File: config.mk
export PLATFORM = sky130hd
export DESIGN_NAME = psl_cell
export DESIGN_NICKNAME = d
export VERILOG_FILES = /design/src/design/psl_pkg.sv /design/src/design/psl_cell.sv
export SDC_FILE = /design/constraint.sdc
export NUM_CORES = 1
export LEC_CHECK = 0
export BUFFER_PORTS_ARGS = -buffer_cell sky130_fd_sc_hd__buf_2
export CORE_ASPECT_RATIO = 0.8
export CORE_MARGIN = 5
export CORE_UTILIZATION = 35
export DETAILED_ROUTE_END_ITERATION = 8
export GPL_ROUTABILITY_DRIVEN = 0
export PLACE_DENSITY = 0.77
export SLEW_MARGIN = 20
export SYNTH_ARGS = -nofsm -noshare
export SYNTH_HDL_FRONTEND = slang
export SYNTH_SLANG_ARGS = --single-unit
File: constraint.sdc
create_clock -name clk -period 1.7 [get_ports clk]
set_input_delay 0 -clock clk [delete_from_list [all_inputs] [get_ports clk]]
set_output_delay 0 -clock clk [all_outputs]
set_load 0.05 [all_outputs]
File: src/design/psl_pkg.sv
// Shared constants, codes and types for the positional shift list.
package psl_pkg;

    // List geometry
    localparam int CAPACITY   = 128;
    localparam int DATA_WIDTH = 32;
    localparam int CNT_W      = $clog2(CAPACITY + 1);
    localparam int CMP_W      = (CNT_W > 8) ? CNT_W : 8;

    // Read-back OR tree: cells are gathered in registered groups
    localparam int GROUP_SIZE = 16;
    localparam int NUM_GROUPS = (CAPACITY + GROUP_SIZE - 1) / GROUP_SIZE;

    // Request function codes
    localparam logic [2:0] FN_INS_POS   = 3'd0;
    localparam logic [2:0] FN_INS_FRONT = 3'd1;
    localparam logic [2:0] FN_INS_END   = 3'd2;
    localparam logic [2:0] FN_REM_POS   = 3'd3;
    localparam logic [2:0] FN_REM_FRONT = 3'd4;
    localparam logic [2:0] FN_REM_END   = 3'd5;
    localparam logic [2:0] FN_READ      = 3'd6;

    // Cell operations
    localparam logic [1:0] CELL_HOLD = 2'd0;
    localparam logic [1:0] CELL_UP   = 2'd1;
    localparam logic [1:0] CELL_DOWN = 2'd2;

    typedef logic [DATA_WIDTH-1:0] entry_t;

    // Control broadcast to every cell
    typedef struct packed {
        logic [1:0]       op;
        logic [CNT_W-1:0] pos;
        entry_t           data;
        logic             tap_en;
    } cell_ctl_t;

endpackage

File: src/design/psl_cell.sv
// One list cell: holds an entry, shifts from a neighbor, loads or holds.
module psl_cell (
    input  logic                    clk,
    input  logic [psl_pkg::CNT_W-1:0] idx,
    input  psl_pkg::cell_ctl_t      ctl,
    input  psl_pkg::entry_t         lower,
    input  psl_pkg::entry_t         upper,
    output psl_pkg::entry_t         value,
    output psl_pkg::entry_t         tap
);
    import psl_pkg::*;

    entry_t value_reg;
    entry_t value_next;

    // Next entry: open a slot at pos or close the gap at pos
    always_comb
    begin
        value_next = value_reg;
        case (ctl.op)
            CELL_UP:
            begin
                if (idx == ctl.pos)
                    value_next = ctl.data;
                else if (idx > ctl.pos)
                    value_next = lower;
            end
            CELL_DOWN:
            begin
                if (idx >= ctl.pos)
                    value_next = upper;
            end
            default: ;
        endcase
    end

    always_ff @(posedge clk)
    begin
        value_reg <= value_next;
    end

    // Selected cell drives its entry onto the read-back tree
    assign value = value_reg;
    assign tap   = (ctl.tap_en && (idx == ctl.pos)) ? value_reg : '0;

endmodule

==> metrics, run 1 <==
run status=complete, no violations; remaining number of nets flagged by the antenna check after routing=0; floorplan die height=80.2 um; Post-synth top cells=nand2_1 (33), and3_1 (32), edfxtp_1 (32), mux2i_1 (32), o21ai_1 (20); count of yosys warnings during synthesis=0; clock-pin transition on the worst setup and hold timing paths=60 ps; fraction of final layout cells sized beyond drive strength 1=51.8%; standard-cell rows=25; switching part of the total=33.8%; TritonCTS Buffers=5; relative contribution of combinational cells to total power=33.0%; maximum number of pins on one net before global-route repair=36; maximum count of clock buffers along a single path=2; max-cap violation count=0; count of distinct cell types in the synthesized netlist=25; CP Capture Type=output port; overall power=2.27 mW; number of sinks on the clock net=32; Power per Cell Area=681 nW/um2; launching element type of the critical path=input pin; synthesis-to-finish area growth=54.5%; total half-perimeter wirelength after legalization and detailed placement=5.26 mm; Worst-Margin Slew=445 ps; quantity of I/O buffers inserted on ports=179; TritonCTS clock tree=done; Finish-stage setup viols=0; post-synthesis sequential element count=32; largest driver fanout on the critical path=35; initial antenna violation count=0; Worst Path Class, Setup=in -> out; area share of the largest cell type after synthesis=44.5%; Power Internal=1.50 mW; post-route setup TNS=0 ps; count of H-tree levels built during CTS=2; post-detailed-route via-to-cell ratio=4.61; worst hold slack=12.0 ps; number of filler instances in the final layout=549; syn nets=331; FMAX=679 MHz; count of inserted antenna diode cells=0; final slew viol count=0; standard cell area after detailed placement=3160 um2; starting utilization of the core area=36.3%; type of the tightest min-delay check=in -> reg; post-route cell area=3330 um2; required time at the endpoint of the critical path=1700 ps; FFs w/ async S/R, synth=0%; DRT Pass-1 Iters=4; part of the cycle the worst path needs=86.7%; arrival time at the worst endpoint=1470 ps; sum of routed wire length over all layers=6.44 mm; hold violation count in the final report=0; nets@finish=518; total die area=7840 um2; register area share after synthesis=44.5%; leak pwr=1.69 nW; DRC Markers=0; total gr overflow=0; relative contribution of the clock network to total power=22.4%; primary flip-flop cell chosen by synthesis mapping=edfxtp_1; unrepaired setup endpoints after global routing=no; final setup slack of the worst path=226 ps; number of synthesized flops with an enable pin=32; global-route wire length before repair=9.81 mm; Core Region=5940 um2; number of cells produced by synthesis=207; most repeated cell in the gate-level netlist after synthesis=nand2_1; top cell type by total area after synthesis=edfxtp_1; root buffer cell=clkbuf_8; die width=97.8 um; Syn Area/Cell=10.4 um2; sequential share of power=44.6%; dominant cells by area after synthesis=edfxtp_1 (45%), mux2i_1 (15%), and3_1 (9.3%), nand2_1 (5.7%), ha_1 (4.6%); post-layout minimum cycle time=1470 ps; routed via count=2,188; average wire length per cell after detail routing=13.6 um; number of top-level design ports=180; Placement Setup Slack=24.2 ps; cell area after synthesis=2160 um2; iteration-0 DRC count of the detailed router=54; worst vdd ir=0.260 mV; combined global-route utilization of all metal layers=15.3%; vias in the first global route=2,180; switching component of the power=0.768 mW; max FFs per register=32; headroom to the max-slew limit=70.4%
==> cell usage in the layout (no fill, tap or decap), drive strengths merged <==
master / netlist / routed
nand2b: 1 / 1
edfxtp: 32 / 32
clkbuf: 10 / 5
dlygate4sd3: 0 / 10
buf: 6 / 186
nor2b: 2 / 2
inv: 8 / 8
o21a: 1 / 1
nor3: 1 / 1
mux2i: 32 / 32
o21ai: 33 / 33
nand2: 33 / 33
a2111oi: 1 / 1
nand4: 2 / 2
ha: 8 / 8
a21oi: 2 / 2
and3: 32 / 32
clkinv: 0 / 2
nor2: 2 / 2
o22a: 1 / 1
==> cell families after synthesis <==
group	Yosys count	share of synthesized area [%]
and+or+nand+nor	73	18.8
AOI/OAI and AO/OA	38	10.7
muxes	32	14.8
DFF	32	44.5
buffers and inverters	24	6.50
adders and majority gates	8	4.64
==> final cells by class <==
cell class                 instances  area, um2  share of cell area [%]
multi-input combinational        151       1060                    32.0
sequential                        32        961                    28.8
tap                               81        101                    3.04
inverter                           8       30.0                   0.901
clock buffer                       5       68.8                    2.07
clock inverter                     2       7.51                   0.225
timing repair buffer             196       1100                    33.0
==> layer usage <==
| layer | vias to the layer above | GRT usage [%] | part of all wire [%] |
|---|---|---|---|
| li1 | 1126 | - | - |
| met5 | - | 0 | 0 |
| met1 | 948 | 16.6 | 40 |
| met3 | 5 | 5.30 | 9.2 |
| met4 | 0 | 4.15 | 0.73 |
| met2 | 109 | 28.7 | 50 |
==> power groups by stage <==
| stage | combinational (mW) | clock, mW | sequential [mW] |
|---|---|---|---|
| final | 0.749 | 0.507 | 1.01 |
| after global routing | 0.801 | 0.563 | 1.02 |
| after CTS | 0.755 | 0.535 | 1.01 |
| after detailed placement | 0.737 | 0 | 1.03 |
| after global placement | 0.724 | 0 | 1.02 |
| after floorplan | 0.179 | 0 | 1.31 |
==> worst paths after layout <==
path,depth (start not counted),to,slack [ps],startpoint
max,9,tap[22],230,idx[0]
min,3,value[12],10,upper[12]
==> critical path, cell delays in order <==
cell     delay (ps)
buf_2            70
inv_1            30
ha_1            290
buf_4           110
nand4_2         150
nor2_8          150
buf_12          210
and3_1          190
buf_2           260
==> repair_timing <==
action | 4_1_cts | 5_1_grt
buffers inserted | 0 | 0
gates resized for setup | 0 | 0
setup endpoints to repair | 0 | 0
endpoints found under the hold margin | 10 | 0
hold buffers | 10 | 0
==> metrics by stage <==
step	instances	utilization, %
after floorplan	207	-
after global placement	458	53.1
after detailed placement	458	53.1
after CTS	475	56.1
after global routing	475	56.1
final	475	56.1
(Power assumes the default switching activity.)
==> run 2: changes to the inputs <==
--- a/config.mk
+++ b/config.mk
@@ -5,13 +5,14 @@
 export SDC_FILE = /design/constraint.sdc
 export NUM_CORES = 1
 export LEC_CHECK = 0
+export ABC_AREA = 1
 export BUFFER_PORTS_ARGS = -buffer_cell sky130_fd_sc_hd__buf_2
 export CORE_ASPECT_RATIO = 0.8
 export CORE_MARGIN = 5
-export CORE_UTILIZATION = 35
+export CORE_UTILIZATION = 37
 export DETAILED_ROUTE_END_ITERATION = 8
 export GPL_ROUTABILITY_DRIVEN = 0
-export PLACE_DENSITY = 0.77
+export PLACE_DENSITY = 0.78
 export SLEW_MARGIN = 20
 export SYNTH_ARGS = -nofsm -noshare
 export SYNTH_HDL_FRONTEND = slang
==> metrics, run 2 <==
run status=complete, no violations; FFs w/ async S/R, synth=0%; hold violation count in the final report=0; clock-pin transition on the worst setup and hold timing paths=60 ps; average wire length per cell after detail routing=13.0 um; total half-perimeter wirelength after legalization and detailed placement=6.28 mm; iteration-0 DRC count of the detailed router=137; switching component of the power=0.905 mW; headroom to the max-slew limit=76.5%; fraction of final layout cells sized beyond drive strength 1=40.6%; Power Internal=1.57 mW; remaining number of nets flagged by the antenna check after routing=0; number of top-level design ports=180; cell with the most instances on the worst path=buf_2; Slowest-stage cell, CP=buf_2; top cell type by total area after synthesis=edfxtp_1; Worst-Margin Slew=353 ps; maximum number of pins on one net before global-route repair=33; number of cells produced by synthesis=350; Syn Area/Cell=6.77 um2; delay-heaviest family, CP=buffers and inverters; sum of routed wire length over all layers=8.24 mm; required time at the endpoint of the critical path=1700 ps; primary flip-flop cell chosen by synthesis mapping=edfxtp_1; count of distinct cell types in the synthesized netlist=15; final setup slack of the worst path=398 ps; root buffer cell=clkbuf_8; die width=99.5 um; number of synthesized flops with an enable pin=32; Core Region=6310 um2; post-CTS sizing=0; leak pwr=2.28 nW; leading cell type in the layout, fill and taps excluded=buf_2; relative contribution of the clock network to total power=21.4%; worst vdd ir=0.376 mV; synthesis-to-finish area growth=60.4%; top library cells by usage in the layout, fill and taps aside=buf_2 (179), nand2_1 (165), inv_1 (38); cell breakdown of the critical path=buf_2 -> inv_4 -> ha_4 -> nand2_4 -> nor2_8 -> nand3_2 -> buf_4 -> nor2_1 -> buf_2; FMAX=768 MHz; arrival time at the worst endpoint=1300 ps; initial antenna violation count=0; largest driver fanout on the critical path=18; max FFs per register=32; floorplan die height=81.6 um; Finish-stage setup viols=0; vias in the first global route=2,874; post-detailed-route via-to-cell ratio=4.66; relative contribution of combinational cells to total power=37.3%; most repeated cell in the gate-level netlist after synthesis=nand2_1; maximum cell stage delay along the critical path=270 ps; starting utilization of the core area=37.5%; combined buffer and inverter count along the critical path=4; final slew viol count=0; global-route wire length before repair=12.5 mm; cell area after synthesis=2370 um2; register area share after synthesis=40.5%; max-cap violation count=0; switching part of the total=36.5%; part of the cycle the worst path needs=76.6%; launching element type of the critical path=input pin; syn nets=474; type of the tightest min-delay check=in -> reg; unrepaired setup endpoints after global routing=no; Worst Path Class, Setup=in -> out; count of H-tree levels built during CTS=2; total gr overflow=0; combined global-route utilization of all metal layers=19.4%; TritonCTS clock tree=done; area share of the largest cell type after synthesis=40.5%; standard-cell rows=26; sequential share of power=41.4%; Power per Cell Area=652 nW/um2; DRC Markers=0; total die area=8120 um2; post-route setup TNS=0 ps; nets@finish=673; Placement Setup Slack=172 ps; count of yosys warnings during synthesis=0; DRT Pass-1 Iters=4; TritonCTS Buffers=5; Post-synth top cells=nand2_1 (169), inv_1 (45), nor2_1 (36); post-layout minimum cycle time=1300 ps; quantity of I/O buffers inserted on ports=179; number of sinks on the clock net=32; dominant cells by area after synthesis=edfxtp_1 (41%), nand2_1 (27%), inv_1 (7.1%), nand3_1 (6.8%), nor2_1 (5.7%); maximum count of clock buffers along a single path=2; post-synthesis sequential element count=32; routed via count=2,954; CP Capture Type=output port
[run 2: changes by cell type after synthesis, moves of 3 or more]
cell,delta
nand2_1,+136
inv_1,+37
nor2_1,+35
and3_1,-32
mux2i_1,-32
nand3_1,+32
o21ai_1,-20
clkbuf_1,-8
o21ai_2,-8
buf_1,+6
buf_4,+6
o21ai_0,-5
buf_6,+3
[run 2: worst paths after layout]
check,from,to,slack [ps],cells after the start
worst max-delay path,ctl[38],tap[22],400,9
worst min-delay path,upper[9],value[9],10,3
[run 2: routing by layer]
layer / vias to the layer above / share of wire (%) / wire [um] / global-route usage, %
met4: 0 / 1.9 / 159 / 7.37
met2: 144 / 52 / 4290 / 37.6
met3: 14 / 8.8 / 725 / 5.18
met5: - / 0 / 0 / 0
met1: 1331 / 37 / 3060 / 20.0
li1: 1465 / - / - / -
[run 2: final cells by class]
| type | count | area [um2] |
|---|---|---|
| timing repair buffer | 210 | 1200 |
| antenna | 1 | 2.50 |
| clock inverter | 1 | 5.00 |
| fill | 578 | 2510 |
| clock buffer | 6 | 72.6 |
| sequential | 32 | 961 |
| tap | 84 | 105 |
| multi-input combinational | 255 | 1280 |
| inverter | 45 | 174 |
[run 2: cells by family after synthesis]
group | synth area share, %
flip-flops | 40.5
AO/OA/AOI/OAI | 0.845
adder cells (fa/ha/maj) | 4.22
buffers and inverters | 12.0
AND/OR/NAND/NOR | 42.3
[run 2: stage by stage]
step | instance area [um2] | utilization [%] | total power, mW | hold slack (ps) | instances
floorplan | 2530 | - | 1.63 | 186 | 350
global placement | 3520 | 55.8 | 1.91 | 272 | 606
detailed placement | 3520 | 55.8 | 1.93 | 272 | 606
CTS | 3800 | 60.2 | 2.50 | 0.534 | 633
global route | 3800 | 60.2 | 2.60 | 3.73 | 633
finish | 3800 | 60.2 | 2.48 | 14.6 | 634
[run 2: power groups by stage]
| stage | clock [mW] | sequential (mW) | combinational [mW] |
|---|---|---|---|
| 4_1_cts | 0.551 | 1.03 | 0.927 |
| 6_report | 0.529 | 1.03 | 0.924 |
| 3_3_place_gp | 0 | 1.04 | 0.869 |
| 2_1_floorplan | 0 | 1.33 | 0.298 |
| 3_5_place_dp | 0 | 1.04 | 0.888 |
| 5_1_grt | 0.575 | 1.03 | 0.995 |
[run 2: what timing repair did]
action,CTS,global route
buffers inserted,0,0
hold buffers,20,0
hold endpoints to repair,20,0
==> run 3: changes to the inputs <==
--- a/config.mk
+++ b/config.mk
@@ -5,14 +5,14 @@
 export SDC_FILE = /design/constraint.sdc
 export NUM_CORES = 1
 export LEC_CHECK = 0
-export ABC_AREA = 1
+export ABC_AREA = 0
 export BUFFER_PORTS_ARGS = -buffer_cell sky130_fd_sc_hd__buf_2
 export CORE_ASPECT_RATIO = 0.8
 export CORE_MARGIN = 5
-export CORE_UTILIZATION = 37
+export CORE_UTILIZATION = 39
 export DETAILED_ROUTE_END_ITERATION = 8
 export GPL_ROUTABILITY_DRIVEN = 0
-export PLACE_DENSITY = 0.78
+export PLACE_DENSITY = 0.81
 export SLEW_MARGIN = 20
 export SYNTH_ARGS = -nofsm -noshare
 export SYNTH_HDL_FRONTEND = slang
==> constraint.sdc (replaced) <==
create_clock -name clk -period 1.3 [get_ports clk]
set_input_delay 0 -clock clk [delete_from_list [all_inputs] [get_ports clk]]
set_output_delay 0 -clock clk [all_outputs]
set_load 0.05 [all_outputs]
==> metrics, run 3 (synthesis gave the netlist of run 1 again) <==
TritonCTS Buffers=5; cell breakdown of the critical path=buf_8 -> inv_12 -> ha_4 -> nand4_4 -> nor2_8 -> clkbuf_16 -> and3_4 -> buf_8; combined buffer and inverter count along the critical path=4; standard cell area after detailed placement=3300 um2; root buffer cell=clkbuf_8; total gr overflow=0; launching element type of the critical path=input pin; leak pwr=1.76 nW; total half-perimeter wirelength after legalization and detailed placement=5.30 mm; violated checks=negative setup slack; fraction of final layout cells sized beyond drive strength 1=65.2%; worst vdd ir=0.563 mV; Worst Path Class, Setup=in -> out; total die area=7130 um2; die width=93.2 um; max FFs per register=32; vias in the first global route=2,464; unrepaired setup endpoints after global routing=yes; nets@finish=520; TritonCTS clock tree=done; post-layout minimum cycle time=1320 ps; max-cap violation count=0; delay-heaviest family, CP=simple AND/OR/NAND/NOR gates; hold violation count in the final report=0; arrival time at the worst endpoint=1320 ps; FMAX=757 MHz; area occupied by multi-input gates=1280 um2; Finish-stage setup viols=12; relative contribution of the clock network to total power=27.8%; quantity of I/O buffers inserted on ports=179; Power per Cell Area=853 nW/um2; starting utilization of the core area=39.9%; standard-cell rows=24; final setup slack of the worst path=-21.9 ps; Worst Hold Launch=upper[15]; Power Internal=2.24 mW; number of top-level design ports=180; average wire length per cell after detail routing=16.5 um; post-route setup TNS=-103 ps; relative contribution of combinational cells to total power=32.5%; headroom to the max-slew limit=67.1%; DRT Pass-1 Iters=4; clock-pin transition on the worst setup and hold timing paths=70 ps; number of filler instances in the final layout=390; switching component of the power=1.11 mW; worst hold endpoint=value[15]; Slowest-stage cell, CP=ha_4; top library cells by usage in the layout, fill and taps aside=buf_2 (136), nand2_1 (33), buf_6 (32), edfxtp_1 (32), mux2i_1 (31); maximum number of pins on one net before global-route repair=35; routed via count=2,311; sum of routed wire length over all layers=7.60 mm; maximum cell stage delay along the critical path=280 ps; area of all sequential standard cells=961 um2; run status=finished, violations left; leading cell type in the layout, fill and taps excluded=buf_2; global-route wire length before repair=11.4 mm; type of the tightest min-delay check=in -> reg; part of the cycle the worst path needs=102%; final slew viol count=0; count of inserted antenna diode cells=0; initial antenna violation count=0; number of sinks on the clock net=32; synthesis-to-finish area growth=82.0%; iteration-0 DRC count of the detailed router=85; post-route cell area=3930 um2; count of H-tree levels built during CTS=2; switching part of the total=33.1%; Hold Crit Depth=3; floorplan die height=76.5 um; Worst-Margin Slew=493 ps; CP Capture Type=output port; sequential share of power=39.7%; Core Region=5410 um2; buffer count from post-CTS setup fixing=0; combined global-route utilization of all metal layers=19.9%; required time at the endpoint of the critical path=1300 ps; remaining number of nets flagged by the antenna check after routing=0; DRC Markers=0; post-detailed-route via-to-cell ratio=5.00; cell with the most instances on the worst path=buf_8; largest driver fanout on the critical path=7; maximum count of clock buffers along a single path=2
run 3: power groups by stage:
stage	Clock [mW]	Combinational (mW)	Sequential (mW)
2_1_floorplan	0	0.300	1.71
3_3_place_gp	0	0.997	1.34
3_5_place_dp	0	1.02	1.35
4_1_cts	0.955	1.05	1.33
5_1_grt	1.01	1.16	1.34
6_report	0.931	1.09	1.33
run 3: how the worst max path moves through the flow:
| stage | startpoint | to | cells after the start |
|---|---|---|---|
| CTS | ctl[34] | value[1] | 8 |
| floorplan | ctl[34] | value[23] | 7 |
| detailed placement | ctl[34] | value[28] | 8 |
| global route | ctl[36] | tap[17] | 8 |
| global placement | idx[0] | value[13] | 7 |
| finish | ctl[34] | tap[17] | 8 |
run 3: final cells by class:
type,count,share of cell area (%)
tap,65,2.07
inverter,8,1.15
timing repair buffer,197,36.8
clock inverter,3,1.08
sequential,32,24.5
multi-input combinational,152,32.7
clock buffer,5,1.75
run 3: routing by layer:
layer / global-route usage [%] / share of wire (%) / vias up / wire length [um]
met2: 38.8 / 55 / 108 / 4210
met3: 5.23 / 7.7 / 8 / 582
met5: 0 / 0 / - / 0
met1: 21.2 / 36 / 1064 / 2730
met4: 3.81 / 1.1 / 0 / 80
li1: - / - / 1131 / -
run 3: repair_timing:
action,CTS,global route
setup endpoints to repair,33,78
pin swaps,1,9
resized for setup,55,46
hold buffers,10,0
endpoints found under the hold margin,10,0
gates cloned,1,3
run 3: through the flow:
| stage | hold WS (ps) | utilization (%) | power (mW) | setup slack (ps) | std cells |
|---|---|---|---|---|---|
| after detailed placement | 280 | 61.0 | 2.37 | -306 | 440 |
| after CTS | 1.04 | 68.5 | 3.33 | -35.3 | 459 |
| after global placement | 273 | 61.0 | 2.34 | -258 | 440 |
| after floorplan | 187 | - | 2.01 | -61.6 | 207 |
| final | 5.65 | 72.6 | 3.35 | -21.9 | 462 |
| after global routing | -1.32 | 72.6 | 3.51 | -83.8 | 462 |
